==> src/design/sm3_pkg.sv <==
`timescale 1ns / 1ps
`default_nettype none

package sm3_pkg;

   typedef logic [31:0] word_type;
   typedef logic [2:0]  count_type;
   typedef logic [2:0]  index_type;
   typedef logic [5:0]  round_type;

   localparam word_type T_LOW  = 32'h79cc4519;
   localparam word_type T_HIGH = 32'h7a879d8a;
   localparam word_type PAD    = 32'h80000000;

   localparam count_type FULL_BYTES = 3'd4;

   localparam word_type IV [8] = '{
      32'h7380166f, 32'h4914b2b9, 32'h172442d7, 32'hda8a0600,
      32'ha96f30bc, 32'h163138aa, 32'he38dee4d, 32'hb0fb0e4e
   };

   function automatic word_type rotl32(word_type x, logic [4:0] n);
      logic [63:0] dbl;
      dbl = {x, x} << n;
      return dbl[63:32];
   endfunction

   function automatic word_type perm0(word_type x);
      return x ^ rotl32(x, 5'd9) ^ rotl32(x, 5'd17);
   endfunction

   function automatic word_type perm1(word_type x);
      return x ^ rotl32(x, 5'd15) ^ rotl32(x, 5'd23);
   endfunction

   // round constant already rotated by j mod 32
   function automatic word_type t_rot(round_type j);
      word_type t;
      t = (j < 6'd16) ? T_LOW : T_HIGH;
      return rotl32(t, j[4:0]);
   endfunction

endpackage

`default_nettype wire

==> src/design/sm3_if.sv <==
`timescale 1ns / 1ps
`default_nettype none

interface sm3_req_if;
   import sm3_pkg::*;

   logic      valid;
   logic      ready;
   word_type  message_word;
   count_type byte_count;
   logic      last_word;

   modport source (output valid, message_word, byte_count, last_word, input ready);
   modport sink   (input valid, message_word, byte_count, last_word, output ready);
endinterface

interface sm3_rsp_if;
   import sm3_pkg::*;

   logic      valid;
   logic      ready;
   word_type  digest_word;
   index_type word_index;
   logic      last_of_digest;

   modport source (output valid, digest_word, word_index, last_of_digest, input ready);
   modport sink   (input valid, digest_word, word_index, last_of_digest, output ready);
endinterface

`default_nettype wire

==> src/design/sm3_hash_engine_core.sv <==
`timescale 1ns / 1ps
`default_nettype none

// Channel   Dir  Beat
// req_bus   in   message_word[31:0], byte_count[2:0], last_word
// rsp_bus   out  digest_word[31:0], word_index[2:0], last_of_digest
//
// A word that does not complete a block is only shifted in; one that completes it
// also starts a compression, one round of the shared round unit per cycle.
// A last word adds padding and length fill words and one or two compressions,
// then 8 digest beats; req_bus.ready stays low throughout.
// Digest beats hold while rsp_bus.ready is low. Synchronous reset loads the
// initial value and clears the length and word position.

module sm3_hash_engine_core (
   input  wire logic  clock,
   input  wire logic  reset,
   sm3_req_if.sink    req_bus,
   sm3_rsp_if.source  rsp_bus
);
   import sm3_pkg::*;

   typedef enum logic [1:0] {ST_IDLE, ST_FILL, ST_RUN, ST_OUT} state_type;

   state_type   state_ff, state_in;
   state_type   ret_ff, ret_in;
   word_type    cv_ff [8];
   word_type    cv_in [8];
   word_type    v_ff [8];
   word_type    v_in [8];
   word_type    w_ff [16];
   word_type    w_in [16];
   logic [63:0] len_ff, len_in;
   logic [3:0]  pos_ff, pos_in;
   round_type   round_ff, round_in;
   index_type   idx_ff, idx_in;
   logic        pad_pend_ff, pad_pend_in;
   logic        len_ok_ff, len_ok_in;
   word_type    pad_word_ff, pad_word_in;

   logic        load_en;
   logic        shift_en;
   word_type    shift_word;
   count_type   count_sat;
   word_type    masked;
   word_type    w_new;
   word_type    a12, ss1, ss2, tt1, tt2, bool_f, bool_g;

   assign req_bus.ready          = (state_ff == ST_IDLE);
   assign rsp_bus.valid          = (state_ff == ST_OUT);
   assign rsp_bus.digest_word    = cv_ff[idx_ff];
   assign rsp_bus.word_index     = idx_ff;
   assign rsp_bus.last_of_digest = (idx_ff == 3'd7);

   always_comb begin
      count_sat = (req_bus.byte_count > FULL_BYTES) ? FULL_BYTES : req_bus.byte_count;
      case (count_sat)
         3'd1:    masked = {req_bus.message_word[31:24], 24'h800000};
         3'd2:    masked = {req_bus.message_word[31:16], 16'h8000};
         3'd3:    masked = {req_bus.message_word[31:8], 8'h80};
         default: masked = PAD;
      endcase
   end

   // round unit
   always_comb begin
      w_new = perm1(w_ff[0] ^ w_ff[7] ^ rotl32(w_ff[13], 5'd15))
              ^ rotl32(w_ff[3], 5'd7) ^ w_ff[10];
      if (round_ff < 6'd16) begin
         bool_f = v_ff[0] ^ v_ff[1] ^ v_ff[2];
         bool_g = v_ff[4] ^ v_ff[5] ^ v_ff[6];
      end else begin
         bool_f = (v_ff[0] & v_ff[1]) | (v_ff[0] & v_ff[2]) | (v_ff[1] & v_ff[2]);
         bool_g = (v_ff[4] & v_ff[5]) | (~v_ff[4] & v_ff[6]);
      end
      a12 = rotl32(v_ff[0], 5'd12);
      ss1 = rotl32(a12 + v_ff[4] + t_rot(round_ff), 5'd7);
      ss2 = ss1 ^ a12;
      tt1 = bool_f + v_ff[3] + ss2 + (w_ff[0] ^ w_ff[4]);
      tt2 = bool_g + v_ff[7] + ss1 + w_ff[0];
   end

   always_comb begin
      state_in    = state_ff;
      ret_in      = ret_ff;
      cv_in       = cv_ff;
      v_in        = v_ff;
      w_in        = w_ff;
      len_in      = len_ff;
      pos_in      = pos_ff;
      round_in    = round_ff;
      idx_in      = idx_ff;
      pad_pend_in = pad_pend_ff;
      len_ok_in   = len_ok_ff;
      pad_word_in = pad_word_ff;
      load_en     = 1'b0;
      shift_en    = 1'b0;
      shift_word  = '0;

      case (state_ff)
         ST_IDLE: begin
            if (req_bus.valid) begin
               if (!req_bus.last_word) begin
                  len_in     = len_ff + 64'd32;
                  load_en    = 1'b1;
                  shift_word = req_bus.message_word;
                  ret_in     = ST_IDLE;
               end else begin
                  len_in      = len_ff + {58'd0, count_sat, 3'd0};
                  pad_pend_in = 1'b1;
                  state_in    = ST_FILL;
                  ret_in      = ST_FILL;
                  if (count_sat == FULL_BYTES) begin
                     load_en     = 1'b1;
                     shift_word  = req_bus.message_word;
                     pad_word_in = PAD;
                  end else begin
                     pad_word_in = masked;
                  end
               end
            end
         end
         ST_FILL: begin
            load_en = 1'b1;
            ret_in  = ST_FILL;
            if (pad_pend_ff) begin
               shift_word  = pad_word_ff;
               pad_pend_in = 1'b0;
               len_ok_in   = (pos_ff <= 4'd13);
            end else if (len_ok_ff && pos_ff == 4'd14) begin
               shift_word = len_ff[63:32];
            end else if (len_ok_ff && pos_ff == 4'd15) begin
               shift_word = len_ff[31:0];
               ret_in     = ST_OUT;
            end else begin
               shift_word = '0;
            end
            // a block closed here without the length leaves room for it in the next
            if (pos_ff == 4'd15 && !(len_ok_ff && !pad_pend_ff)) begin
               len_ok_in = 1'b1;
            end
         end
         ST_RUN: begin
            shift_en   = 1'b1;
            shift_word = w_new;
            round_in   = round_ff + 6'd1;
            v_in[0] = tt1;
            v_in[1] = v_ff[0];
            v_in[2] = rotl32(v_ff[1], 5'd9);
            v_in[3] = v_ff[2];
            v_in[4] = perm0(tt2);
            v_in[5] = v_ff[4];
            v_in[6] = rotl32(v_ff[5], 5'd19);
            v_in[7] = v_ff[6];
            if (round_ff == 6'd63) begin
               for (int k = 0; k < 8; k++) begin
                  cv_in[k] = cv_ff[k] ^ v_in[k];
               end
               state_in = ret_ff;
            end
         end
         ST_OUT: begin
            if (rsp_bus.ready) begin
               idx_in = idx_ff + 3'd1;
               if (idx_ff == 3'd7) begin
                  cv_in    = IV;
                  len_in   = '0;
                  pos_in   = '0;
                  state_in = ST_IDLE;
               end
            end
         end
         default: state_in = ST_IDLE;
      endcase

      if (load_en) begin
         shift_en = 1'b1;
         pos_in   = pos_ff + 4'd1;
         if (pos_ff == 4'd15) begin
            state_in = ST_RUN;
            round_in = '0;
            v_in     = cv_ff;
         end
      end

      if (shift_en) begin
         for (int k = 0; k < 15; k++) begin
            w_in[k] = w_ff[k + 1];
         end
         w_in[15] = shift_word;
      end
   end

   always_ff @(posedge clock) begin
      if (reset) begin
         state_ff    <= ST_IDLE;
         ret_ff      <= ST_IDLE;
         cv_ff       <= IV;
         len_ff      <= '0;
         pos_ff      <= '0;
         round_ff    <= '0;
         idx_ff      <= '0;
         pad_pend_ff <= 1'b0;
         len_ok_ff   <= 1'b0;
      end else begin
         state_ff    <= state_in;
         ret_ff      <= ret_in;
         cv_ff       <= cv_in;
         len_ff      <= len_in;
         pos_ff      <= pos_in;
         round_ff    <= round_in;
         idx_ff      <= idx_in;
         pad_pend_ff <= pad_pend_in;
         len_ok_ff   <= len_ok_in;
      end
   end

   always_ff @(posedge clock) begin
      v_ff        <= v_in;
      w_ff        <= w_in;
      pad_word_ff <= pad_word_in;
   end

   a_no_overlap: assert property (@(posedge clock) disable iff (reset)
      !(req_bus.ready && rsp_bus.valid))
      else $error("input taken while digest pending");

   a_run_starts_at_zero: assert property (@(posedge clock) disable iff (reset)
      (state_ff == ST_RUN && $past(state_ff) != ST_RUN) |-> round_ff == 6'd0)
      else $error("compression entered mid-round");

   a_out_block_aligned: assert property (@(posedge clock) disable iff (reset)
      (state_ff == ST_OUT) |-> (pos_ff == 4'd0 && !pad_pend_ff))
      else $error("digest emitted with a partial block");

   a_back_to_idle: assert property (@(posedge clock) disable iff (reset)
      (rsp_bus.valid && rsp_bus.ready && rsp_bus.last_of_digest)
      |=> (req_bus.ready && len_ff == 64'd0))
      else $error("no return to initial state after digest");

endmodule

`default_nettype wire
==> src/flat_wrapper.sv <==
// flat-port wrapper written by rule: the top's interface ports become plain ports
module sm3_hash_engine_core_flat import sm3_pkg::*;
  (clock, reset, req_bus_valid, req_bus_message_word, req_bus_byte_count, req_bus_last_word, req_bus_ready, rsp_bus_valid, rsp_bus_digest_word, rsp_bus_word_index, rsp_bus_last_of_digest, rsp_bus_ready);
  sm3_req_if req_bus_i ();
  sm3_rsp_if rsp_bus_i ();
  input  wire logic clock;
  input  wire logic reset;
  input wire logic [$bits(req_bus_i.valid)-1:0] req_bus_valid;
  input wire logic [$bits(req_bus_i.message_word)-1:0] req_bus_message_word;
  input wire logic [$bits(req_bus_i.byte_count)-1:0] req_bus_byte_count;
  input wire logic [$bits(req_bus_i.last_word)-1:0] req_bus_last_word;
  output wire logic [$bits(req_bus_i.ready)-1:0] req_bus_ready;
  output wire logic [$bits(rsp_bus_i.valid)-1:0] rsp_bus_valid;
  output wire logic [$bits(rsp_bus_i.digest_word)-1:0] rsp_bus_digest_word;
  output wire logic [$bits(rsp_bus_i.word_index)-1:0] rsp_bus_word_index;
  output wire logic [$bits(rsp_bus_i.last_of_digest)-1:0] rsp_bus_last_of_digest;
  input wire logic [$bits(rsp_bus_i.ready)-1:0] rsp_bus_ready;
  assign req_bus_i.valid = req_bus_valid;
  assign req_bus_i.message_word = req_bus_message_word;
  assign req_bus_i.byte_count = req_bus_byte_count;
  assign req_bus_i.last_word = req_bus_last_word;
  assign req_bus_ready = req_bus_i.ready;
  assign rsp_bus_valid = rsp_bus_i.valid;
  assign rsp_bus_digest_word = rsp_bus_i.digest_word;
  assign rsp_bus_word_index = rsp_bus_i.word_index;
  assign rsp_bus_last_of_digest = rsp_bus_i.last_of_digest;
  assign rsp_bus_i.ready = rsp_bus_ready;
  sm3_hash_engine_core u_core (.clock(clock), .reset(reset), .req_bus(req_bus_i), .rsp_bus(rsp_bus_i));
endmodule
==> config.mk <==
export PLATFORM = sky130hd
export DESIGN_NAME = sm3_hash_engine_core_flat
export DESIGN_NICKNAME = d
export VERILOG_FILES = /design/src/design/sm3_pkg.sv /design/src/design/sm3_if.sv /design/src/design/sm3_hash_engine_core.sv /design/src/flat_wrapper.sv
export SDC_FILE = /design/constraint.sdc
export NUM_CORES = 2
export LEC_CHECK = 0
export ABC_AREA = 0
export BUFFER_PORTS_ARGS = -buffer_cell sky130_fd_sc_hd__buf_2
export CORE_ASPECT_RATIO = 0.5
export CORE_UTILIZATION = 35
export DETAILED_ROUTE_END_ITERATION = 8
export HOLD_SLACK_MARGIN = 0.1
export SYNTH_ARGS = -nofsm -noshare
export SYNTH_HDL_FRONTEND = slang
export SYNTH_SLANG_ARGS = --single-unit
==> constraint.sdc <==
create_clock -name clock -period 35.8 [get_ports clock]
set_input_delay 3.58 -clock clock [delete_from_list [all_inputs] [get_ports clock]]
set_output_delay 3.58 -clock clock [all_outputs]
set_load 0.005 [all_outputs]
==> metrics.csv <==
metric;value;unit
final_antenna_net_count;0;
yosys_register_bits;1129;
final-max-slew-violation-count;0;
grt_pass1_wl;268000;um
route.vias.total;42300;
fraction_of_the_yosys_area_taken_by_sequential_cells;48.1;%
worstSetupEndpointType;register;
path_class;reg -> reg;
cp.required;36.45;ns
clk_path_buf_depth;3;
clk_latency;0.77;ns
largest_net_degree_at_the_start_of_global_routing;216;
synth-edff-count;537;
max_slew_margin;20.7;%
design.die.area;168000;um2
first_global_vias;38300;
layout_min_cycle_time;10.74;ns
final_core_util;39.1;%
synth.top_cells.by_area;edfxtp_1 28%, dfxtp_1 20%, fa_1 6.5%;
boundaryPins;78;
tritoncts;yes;
clock.fmax;93.1;MHz
yosysMostFrequentCell;nand2_1;
timing.rr.start;u_core.round_ff[4]$_SDFF_PP0_;
worst-endpoint-arrival;11.40;ns
yosysWarnings;0;
path_delay_family;compound AO/OA/AOI/OAI gates;
clk_pin_slew;0.07;ns
start_util;35.4;%
place_ws;25.37;ns
ys_top_cells_by_count;747 x nand2_1, 592 x dfxtp_1, 545 x nor2_1, 537 x edfxtp_1, 309 x inv_1;
drtIter0Drc;4652;
synth_cell_types;86;
post_synthesis_net_count;6019;
core_region_area;164000;um2
reg2reg_slack;25.06;ns
die_h;290;um
final_design_area_no_fill;64300;um2
clkSinkCount;1129;
final-setup-viol-count;0;
worst_clock_skew;0.0774;ns
number_of_clock_buffers_inserted_by_tritoncts;108;
detail_route.first_pass.iterations;6;
dominantRegCellSynth;dfxtp_1;
numPortBuffers;77;
avgSynthCellArea;10.2;um2
post-synth-top-area-cell;edfxtp_1;
maxCapViolations;0;
post-route-drc-count;0;
finalWorstSetupSlack;25.06;ns
routed_wl;186000;um
syn_to_final_growth;10.6;%
worstSetupStartpointType;register;
fp-row-count;105;
netlist_instances;5682;
route.detailed.vias_per_inst;5.35;
cts_max_level;3;
min-delay-start;u_core.w_ff[294]$_DFFE_PP_;
grt-ovfl-total;0;
critical_path_peak_fanout;51;
area_of_the_mapped_netlist;58100;um2
cts_hold_repair.buffers;0;
worst_slew_pin_slew;1.19;ns
crit_path_max_incr_delay;0.65;ns
worst_path_max_delay_cell;a2111oi_0;
worstHoldPathCells;0;
reg2reg_depth;35;
dieWidth;578;um
worstHoldEndpoint;u_core.w_ff[326]$_DFFE_PP_;
class_of_the_tightest_hold_or_removal_check;reg -> reg;
cts.repair.resized;0;
grt_usage;21.8;%
average_routed_wire_per_standard_cell;23.5;um
asyncSetResetFlopFracSynth;0;%
postPlaceCellArea;60600;um2
antenna_found_initial;13;
finalHoldViolations;0;
critical_path.most_common_cell;fa_1;
gp_congestion;1.01;
dp.final_hpwl;136000;um
post-cts-setup-buffers;0;
critPathBufInv;4;
finalNetCount;5961;
cts_root_buffer;clkbuf_16;
run_status;complete, no violations;
layout-drive-gt1-share;8.03;%
final_min_period_over_clock_period;30.0;%
finalSetupTns;0;ns
r2r_end;u_core.cv_ff[122]$_SDFFE_PP0P_;
synth_top_area_share;27.7;%
grt_setup_unrepaired;false;
[registers in the layout, indices dropped and copies added (netlist names)]
| register | count |
|---|---|
| u_core.cv_ff | 256 |
| u_core.pos_ff | 4 |
| u_core.a12 | 32 |
| u_core.ret_ff | 2 |
| u_core.v_ff | 224 |
| u_core.len_ok_ff | 1 |
| u_core.round_ff | 6 |
| u_core.rsp_bus.word_index | 3 |
| u_core.w_ff | 512 |
| u_core.len_ff | 61 |
| u_core.pad_word_ff | 25 |
| u_core.state_ff | 2 |
| u_core.pad_pend_ff | 1 |
[cell type report]
| type | count | area (um2) |
|---|---|---|
| flip-flops and latches | 1129 | 28000 |
| multi-input cells | 3945 | 27900 |
| inverters | 312 | 1170 |
| clock inverters | 54 | 691 |
| well taps | 2193 | 2740 |
| diodes | 3 | 7.51 |
| clock buffers | 145 | 2970 |
| fillers | 15800 | 100000 |
| repair buffers | 128 | 793 |
[worst max-delay path by stage]
stage / startpoint / to / slack, ns / cells past startpoint
final: u_core.round_ff[4]$_SDFF_PP0_ / u_core.cv_ff[122]$_SDFFE_PP0P_ / 25.06 / 35
after global routing: u_core.round_ff[4]$_SDFF_PP0_ / u_core.cv_ff[122]$_SDFFE_PP0P_ / 24.36 / 36
after CTS: u_core.round_ff[4]$_SDFF_PP0_ / u_core.cv_ff[124]$_SDFFE_PP0P_ / 25.26 / 35
after detailed placement: u_core.round_ff[4]$_SDFF_PP0_ / u_core.cv_ff[124]$_SDFFE_PP0P_ / 25.37 / 35
after global placement: u_core.round_ff[4]$_SDFF_PP0_ / u_core.cv_ff[124]$_SDFFE_PP0P_ / 25.46 / 35
after floorplan: req_bus_last_word / u_core.w_ff[0]$_DFFE_PP_ / 19.71 / 4
[kinds of logic (layout without fill, tap and decap cells)]
group           count (synthesis)  count (layout)  share of synthesized area [%]
fa+ha+maj                     297             297                           8.84
mux                           198             198                           4.89
simple gates                 1701            1701                           12.6
other cells                     0               3                              0
compound gates               1167            1167                           12.3
buf+inv                       608             639                           3.94
flops                        1129            1129                           48.1
xor+xnor                      582             582                           9.30
[layer usage]
| metal | vias up | wire (um) | GRT usage, % |
|---|---|---|---|
| met1 | 20900 | 83900 | 31.4 |
| met5 | - | 36 | 0 |
| met2 | 1482 | 81500 | 32.9 |
| met3 | 242 | 14400 | 4.26 |
| met4 | 6 | 6440 | 7.18 |
| li1 | 19700 | - | - |
[worst register-to-register path, delay by kind of cell, from the launching register on]
family,cells,cell delay (ns)
muxes,1,0.30
AOI/OAI and AO/OA,18,4.71
DFF,1,0.32
buffers and inverters,4,1.21
and+or+nand+nor,3,0.64
xor gates and xnor gates,2,0.70
adders and majority gates,7,2.76
[stage by stage]
step	hold slack, ns	instances
after floorplan	0.400	5682
after CTS	0.389	7906
after detailed placement	0.405	7707
after global placement	0.400	7707
final	0.391	7909
after global routing	0.413	7906
[cells in the final DEF, fill, tap and decap left out, types with 14 or more instances in the layout]
cell / n
mux4_2: 64
a31oi_1: 238
o21a_1: 25
nand4_1: 20
clkbuf_16: 109
dfxtp_1: 588
clkinv_2: 16
and2_1: 22
buf_2: 77
xor2_1: 254
inv_1: 309
mux2i_1: 87
a211oi_1: 26
o211ai_1: 26
nor2_1: 541
and3_1: 132
clkbuf_1: 25
nor2b_1: 16
a21o_1: 54
mux2_2: 47
ha_1: 108
a22oi_1: 34
or3_1: 51
o21bai_1: 16
nand3_1: 67
o31ai_1: 14
edfxtp_1: 537
xnor3_1: 18
nor3_1: 46
o21ai_0: 302
a31o_2: 19
a222oi_1: 29
xnor2_1: 306
a21oi_1: 308
nand2_1: 745
fa_1: 189
buf_4: 49
Power is not shown: default switching activity piles up to over one toggle a cycle in this logic, so the estimate is an artifact.
